### src/rtl/sms_pkg.sv
// sms_pkg: payload types, command and status structs and constants
// of the softmax multinomial sampler; no dependencies
`timescale 1ns / 1ps

package sms_pkg;

	// log2(e) as Q1.16 and ln(2) as Q0.32
	localparam logic [16:0] LOG2E_Q16 = 17'd94548;
	localparam logic [31:0] LN2_Q32   = 32'd2977044472;

	// weight that is forced to zero from this shift on
	localparam logic [8:0] SHIFT_LIMIT = 9'd17;

	typedef struct packed {
		logic signed [15:0] logit_value;
		logic [31:0]        token_id;
		logic [15:0]        random_fraction;
		logic               row_last;
	} item_t;

	typedef struct packed {
		logic [9:0]  sampled_index;
		logic [31:0] sampled_token;
		logic [16:0] sampled_weight;
		logic        row_overflow;
	} result_t;

	typedef struct packed {
		logic accept;
		logic exp_run;
		logic mul;
		logic scan_run;
		logic tok_read;
		logic out_load;
	} cmd_t;

	typedef struct packed {
		logic exp_done;
		logic scan_done;
		logic out_busy;
	} sts_t;

endpackage

### src/rtl/sms_ctrl.sv
// sms_ctrl: sequencer of the load, exp, multiply, scan and output phases
// depends on sms_pkg
`timescale 1ns / 1ps

module sms_ctrl (
	input  logic          clk,
	input  logic          arst_n,
	input  logic          item_valid,
	input  logic          row_last,
	input  sms_pkg::sts_t sts,
	output logic          item_stall,
	output sms_pkg::cmd_t cmd
);

	localparam logic [2:0] ST_LOAD = 3'd0;
	localparam logic [2:0] ST_EXP  = 3'd1;
	localparam logic [2:0] ST_MUL  = 3'd2;
	localparam logic [2:0] ST_SCAN = 3'd3;
	localparam logic [2:0] ST_TOK  = 3'd4;
	localparam logic [2:0] ST_OUT  = 3'd5;

	logic [2:0] state_q;
	logic [2:0] state_d;

	always_comb begin
		state_d = state_q;
		cmd = '0;
		item_stall = 1'b1;
		case (state_q)
			ST_LOAD: begin
				item_stall = 1'b0;
				cmd.accept = item_valid;
				if (item_valid && row_last) begin
					state_d = ST_EXP;
				end
			end
			ST_EXP: begin
				cmd.exp_run = 1'b1;
				if (sts.exp_done) begin
					state_d = ST_MUL;
				end
			end
			ST_MUL: begin
				cmd.mul = 1'b1;
				state_d = ST_SCAN;
			end
			ST_SCAN: begin
				cmd.scan_run = 1'b1;
				if (sts.scan_done) begin
					state_d = ST_TOK;
				end
			end
			ST_TOK: begin
				cmd.tok_read = 1'b1;
				state_d = ST_OUT;
			end
			ST_OUT: begin
				if (!sts.out_busy) begin
					cmd.out_load = 1'b1;
					state_d = ST_LOAD;
				end
			end
			default: begin
				state_d = ST_LOAD;
			end
		endcase
	end

	always_ff @(posedge clk or negedge arst_n) begin
		if (!arst_n) begin
			state_q <= ST_LOAD;
		end else begin
			state_q <= state_d;
		end
	end

endmodule

### config.mk
export PLATFORM = sky130hd
export DESIGN_NAME = sms_ctrl
export DESIGN_NICKNAME = d
export VERILOG_FILES = /design/src/rtl/sms_pkg.sv /design/src/rtl/sms_ctrl.sv
export SDC_FILE = /design/constraint.sdc
export NUM_CORES = 1
export LEC_CHECK = 0
export ABC_AREA = 1
export BUFFER_PORTS_ARGS = -buffer_cell sky130_fd_sc_hd__buf_2
export CAP_MARGIN = 20
export CORE_AREA = 4 4 41 43
export CTS_BUF_LIST = sky130_fd_sc_hd__clkbuf_4 sky130_fd_sc_hd__clkbuf_8 sky130_fd_sc_hd__clkbuf_16
export DETAILED_ROUTE_END_ITERATION = 7
export DIE_AREA = 0 0 45 47
export SETUP_SLACK_MARGIN = 0.02
export SLEW_MARGIN = 20
export SYNTH_ARGS = -nofsm -noshare
export SYNTH_HDL_FRONTEND = slang
export SYNTH_SLANG_ARGS = --single-unit
### constraint.sdc
create_clock -name clk -period 1.4 [get_ports clk]
set_input_delay 0.07 -clock clk [delete_from_list [all_inputs] [get_ports clk]]
set_output_delay 0.07 -clock clk [all_outputs]
set_load 0.01 [all_outputs]
==> results_dict.tcl, run 1 <==
set metrics [dict create \
    rr_startpoint "state_q[1]$_DFFE_PN0P_" \
    grt_use_total_pct 6.73 \
    synth_seq_area_share_pct 32.3 \
    regMostFlops "state_q" \
    drt-initial-drc-count 2 \
    rr_endpoint "state_q[0]$_DFFE_PN0P_" \
    syn_inst 39 \
    cts_made_buffers 3 \
    areaGrowthSynthToFinish_pct 52.2 \
    grt-ovfl-total 0 \
    setup_ws_ps 166 \
    synth_xor_xnor_area_share_pct 0 \
    clockRootBuffer "clkbuf_4" \
    regArea_um2 77.6 \
    fin_crit_sh_pct 88.1 \
    startpoint "state_q[1]$_DFFE_PN0P_" \
    core_um2 1300 \
    die_h_um 47 \
    clk_pin_slew_ps 40 \
    port_buffers 13 \
    num_vias 288 \
    wl_um 587 \
    synthAdderAreaFrac_pct 0 \
    rsz0062_at_grt "false" \
    synth_compound_area_share_pct 6.45 \
    worstPathRequired_ps 1330 \
    hold_class "input pin to register" \
    antenna_found_initial 0 \
    worstPathArrival_ps 1160 \
    vdd_drop_max_uv 508 \
    n_antenna_cell 0 \
    ant_nets 0 \
    r2r_cells 6 \
    maxCapViolations 0 \
    grt_first_pass_wirelength_um 986 \
    synth.mux.area_fraction_pct 0 \
    viasPerCell 4.06 \
    n_fill_cell 168 \
    crit_type "register to output port" \
    cts_buffer_depth 2 \
    pre_cts_ws_ps 279 \
    multiInputGateArea_um2 126 \
    wl_per_cell_um 8.27 \
    synth.distinct_cells 13 \
    end_kind "output port" \
    die_w_um 45 \
    fin_worst_skew_ps 2.58 \
    grt_pass1_vias 253 \
    reg_top3 "state_q: 3 flops" \
    endpoint "cmd[5]" \
    syn_area_um2 233 \
    r2r_slack_ps 280 \
    cts.sinks 3 \
    status "finished, final reports clean" \
    max_freq_ghz 0.810 \
    gp_congestion 0.666 \
    setup_viol 0 \
    slew_headroom_pct 84.5 \
    postPlaceCellArea_um2 312 \
    yosys.area_share.simple_pct 47.8 \
    drive_gt1_share_pct 37.5 \
    avgSynthCellArea_um2 5.97 \
    worst_setup_path_start_kind "register" \
    fin_area_um2 354 \
    grt_max_degree 9 \
    yosys_warnings 0 \
    finalHoldViolations 0 \
    clk_latency_ps 230 \
    initial_core_util_pct 17.9 \
    first_pass_iters 2 \
    ios 14 \
    htree_levels 1 \
    leakage_nw 0.221 \
    fin_setup_tns_ps 0 \
    die-area_um2 2120 \
    power_density_nw_per_um2 2290 \
    largest_reg_flops 3 \
    dp.cells 66 \
    nNetsFinal 64 \
    synth.net_count 46 \
    tightest_slew_ps 231 \
    slew_viol_final 0 \
    mostFrequentLayoutCells "13 x nand2_1, 13 x buf_2, 7 x inv_1, 4 x clkbuf_4, 3 x nor2_1" \
    final_cells 71 \
    place_hpwl_um 466 \
    fin_crit_ps 1230 \
    p_total_mw 0.811 \
    rows 13 \
    tritoncts "yes" \
    cts_setup_buffers 0 \
    postSynthRegisterBits 3 \
    cp_max_fo 7 \
    synth_top_family_by_area "simple AND/OR/NAND/NOR gates" \
    drc 0 \
]
final cells by class:
class | instances | area share, %
Inverter | 7 | 7.42
Clock buffer | 4 | 8.48
Timing Repair Buffer | 14 | 21.2
Tap cell | 15 | 5.30
Multi-Input combinational cell | 28 | 35.7
Sequential cell | 3 | 21.9
critical path, stage by stage (launching register included):
cell,delay [ps]
dfrtp_1,440
nor2_1,180
nand2_1,90
nor2_1,80
buf_2,130
per-stage QoR:
| step | hold slack, ps | util [%] |
|---|---|---|
| after CTS | 108 | 27.0 |
| after detailed placement | -134 | 23.9 |
| after global routing | 127 | 27.2 |
| final | 111 | 27.2 |
| after global placement | -133 | 23.9 |
| after floorplan | -226 | - |
worst min path at each step:
stage               startpoint                endpoint  slack (ps)  depth (start not counted)
finish                  sts[1]  state_q[1]$_DFFE_PN0P_         110                          4
global route            sts[1]  state_q[1]$_DFFE_PN0P_         130                          4
CTS                     sts[1]  state_q[1]$_DFFE_PN0P_         110                          4
detailed placement      arst_n  state_q[2]$_DFFE_PN0P_        -130                          1
global placement        arst_n  state_q[2]$_DFFE_PN0P_        -130                          1
floorplan               arst_n  state_q[0]$_DFFE_PN0P_        -230                          0
kinds of logic after synthesis:
logic type             after synthesis
flip-flops                           3
AND/OR/NAND/NOR                     25
AO/OA/AOI/OAI                        3
buffers and inverters                8
synthesized netlist by cell type (all sizes together):
cell type	n	area share (%)
clkbuf	1	2.1
nor2	5	10
nand2	13	21
nor3	2	4.3
or2	1	2.7
o21ai	2	4.3
nor4	1	2.7
nand3	2	4.3
inv	7	11
nand4	1	2.7
dfrtp	3	32
a21oi	1	2.1
per-layer routing:
layer	share of wire [%]	vias up	GRT usage [%]
li1	-	156	-
met1	42	129	7.09
met2	55	3	11.0
met3	3.4	0	1.15
met4	0	0	7.02
met5	0	-	0
report_power, final:
group          leakage, nW  internal (mW)  switching (mW)
sequential          0.0357          0.137          0.0795
combinational        0.166          0.169           0.255
clock               0.0184          0.126          0.0441
repair_timing:
item | in CTS | in global routing
hold buffers | 1 | 0
gates resized for setup | 0 | 2
endpoints found under the hold margin | 3 | 0
setup endpoints to repair | 0 | 1
Note: power is estimated with default switching activity, not from simulation.
==> run 2: changes to the inputs <==
--- a/config.mk
+++ b/config.mk
@@ -5,7 +5,6 @@
 export SDC_FILE = /design/constraint.sdc
 export NUM_CORES = 1
 export LEC_CHECK = 0
-export ABC_AREA = 1
 export BUFFER_PORTS_ARGS = -buffer_cell sky130_fd_sc_hd__buf_2
 export CAP_MARGIN = 20
 export CORE_AREA = 4 4 41 43
==> run 2 against run 1 <==
Synthesized cell count down 33%. Sequential power up 3%. Highest routed layer is now met4. Cell count down 17%. Cell area down 7.1%. Largest power group unchanged.
==> results_dict.tcl, run 2 <==
set metrics [dict create \
    fin_crit_sh_pct 92.1 \
    worstPathArrival_ps 1220 \
    p_total_mw 0.742 \
    synthAdderAreaFrac_pct 0 \
    vdd_drop_max_uv 534 \
    die_h_um 47 \
    areaGrowthSynthToFinish_pct 64.4 \
    cp_max_fo 7 \
    synth_area_leaders "dfrtp_1 38%, nor3_1 7.5%, nor2_1 7.5%, nand2b_1 6.3%, nor2b_1 6.3%" \
    clockRootBuffer "clkbuf_4" \
    core_um2 1300 \
    regArea_um2 75.1 \
    slew_viol_final 0 \
    ios 14 \
    worst_setup_path_start_kind "register" \
    avgSynthCellArea_um2 7.70 \
    clk_pin_slew_ps 40 \
    cts_setup_buffers 0 \
    largest_reg_flops 3 \
    end_kind "output port" \
    clk_latency_ps 230 \
    synth_seq_area_share_pct 37.5 \
    n_fill_cell 161 \
    synth.most_common_cell "nor2_1" \
    worstPathRequired_ps 1330 \
    synth_top_flop_cell "dfrtp_1" \
    syn_area_um2 200 \
    power_density_nw_per_um2 2260 \
    htree_levels 1 \
    ys_top_cells_by_count "4 x nor2_1, 3 x dfrtp_1, 3 x nand2_1, 3 x nor3_1" \
    status "finished, final reports clean" \
    syn_inst 26 \
    first_pass_iters 2 \
    post-synth-top-area-cell "dfrtp_1" \
    layout_commonest_cell "buf_2" \
    synth.mux.area_fraction_pct 0 \
    drive_gt1_share_pct 40.9 \
    mostFrequentLayoutCells "13 x buf_2, 4 x nor2_1, 4 x clkbuf_4, 3 x nand2_1, 3 x dfrtp_1" \
    yosys_warnings 0 \
    synth-edff-count 0 \
    max_freq_ghz 0.776 \
    ant_nets 0 \
    grt_pass1_vias 260 \
    pre_cts_ws_ps 154 \
    crit_path_top_delay_cell "dfrtp_1" \
    die-area_um2 2120 \
    hold_class "input pin to register" \
    wl_per_cell_um 9.22 \
    grt_max_degree 10 \
    wl_um 544 \
    path_cells "nor3_2, and2_1, buf_2" \
    drc 0 \
    synth_compound_area_share_pct 15.0 \
    tightest_slew_ps 271 \
    grt_first_pass_wirelength_um 890 \
    fin_worst_skew_ps 1.65 \
    nNetsFinal 52 \
    port_buffers 13 \
    rows 13 \
    fin_crit_ps 1290 \
    cts_made_buffers 3 \
    drt-initial-drc-count 1 \
    cts.sinks 3 \
    num_vias 242 \
    grt-ovfl-total 0 \
    fin_setup_tns_ps 0 \
    initial_core_util_pct 15.4 \
    tritoncts "yes" \
    place_hpwl_um 433 \
    maxCapViolations 0 \
    antenna_found_initial 0 \
    synth.net_count 33 \
    slew_headroom_pct 82.0 \
    setup_viol 0 \
    cp_slowest_stage_delay_ps 450 \
    grt_use_total_pct 6.10 \
    viasPerCell 4.10 \
    crit_type "register to output port" \
    n_antenna_cell 0 \
    die_w_um 45 \
    regMostFlops "state_q" \
    yosys.area_share.simple_pct 43.8 \
    synth.distinct_cells 14 \
    reg_top3 "state_q: 3 flops" \
    leakage_nw 0.171 \
    gp_congestion 0.664 \
    finalHoldViolations 0 \
    rsz0062_at_grt "false" \
    synth_top_family_by_area "simple AND/OR/NAND/NOR gates" \
    multiInputGateArea_um2 123 \
    async_flop_share_pct 100 \
    synth.top_cell.area_share_pct 37.5 \
    setup_ws_ps 111 \
    cts_buffer_depth 2 \
    synth_xor_xnor_area_share_pct 0 \
    postSynthRegisterBits 3 \
]
## run 2: path summary, 6_finish.rpt
check | startpoint | slack [ps] | endpoint | cells after the start
worst max register to register | state_q[2]$_DFFE_PN0P_ | 150 | state_q[0]$_DFFE_PN0P_ | 3
worst min-delay path | row_last | 110 | state_q[0]$_DFFE_PN0P_ | 3
worst min register to register | state_q[2]$_DFFE_PN0P_ | 580 | state_q[1]$_DFFE_PN0P_ | 1
min in group asynchronous | arst_n | 160 | state_q[1]$_DFFE_PN0P_ | 2
worst max-delay path | state_q[0]$_DFFE_PN0P_ | 110 | cmd[5] | 3
max in group asynchronous | arst_n | 1140 | state_q[0]$_DFFE_PN0P_ | 2
## run 2: final cells by class
class	instances	area share [%]
Sequential cell	3	22.8
Clock buffer	4	9.13
Inverter	2	2.28
Tap cell	15	5.70
Multi-Input combinational cell	21	37.3
Timing Repair Buffer	14	22.8
## run 2: cells by family after synthesis
logic type | after synthesis
AND/OR/NAND/NOR | 17
AO/OA/AOI/OAI | 4
flip-flops | 3
buffers and inverters | 2
## run 2: through the flow
stage,cell area [µm²],instances,util (%),hold slack (ps)
6_report,329,59,25.3,108
5_1_grt,329,59,25.3,137
4_1_cts,329,59,25.3,106
3_5_place_dp,284,54,21.8,-134
3_3_place_gp,284,54,21.8,-133
2_1_floorplan,200,26,-,-226
## run 2: where the power goes
group	internal [mW]	switching (mW)	leakage (nW)	total [mW]
Sequential	0.131	0.0923	0.0374	0.223
Combinational	0.173	0.174	0.115	0.347
Clock	0.126	0.0460	0.0184	0.172
Total	0.430	0.312	0.171	0.742
## run 2: what timing repair did
item | in CTS | in global routing
gates resized for setup | 1 | 0
endpoints found under the setup margin | 1 | 0
hold endpoints to repair | 3 | 0
hold buffers | 1 | 0
## run 2: per-layer routing
metal	track usage, %	wire length, µm	share of wire (%)	up-vias
met2	9.32	237	44	11
met3	1.15	55	10	2
li1	-	-	-	125
met4	8.77	17	3.1	0
met1	5.96	233	43	104
met5	0	0	0	-
## run 2: critical path: cells and delay by family, from the launching register on
kind / cells / cell delay, ps
DFF: 1 / 450
and+or+nand+nor: 2 / 410
buffers and inverters: 1 / 120
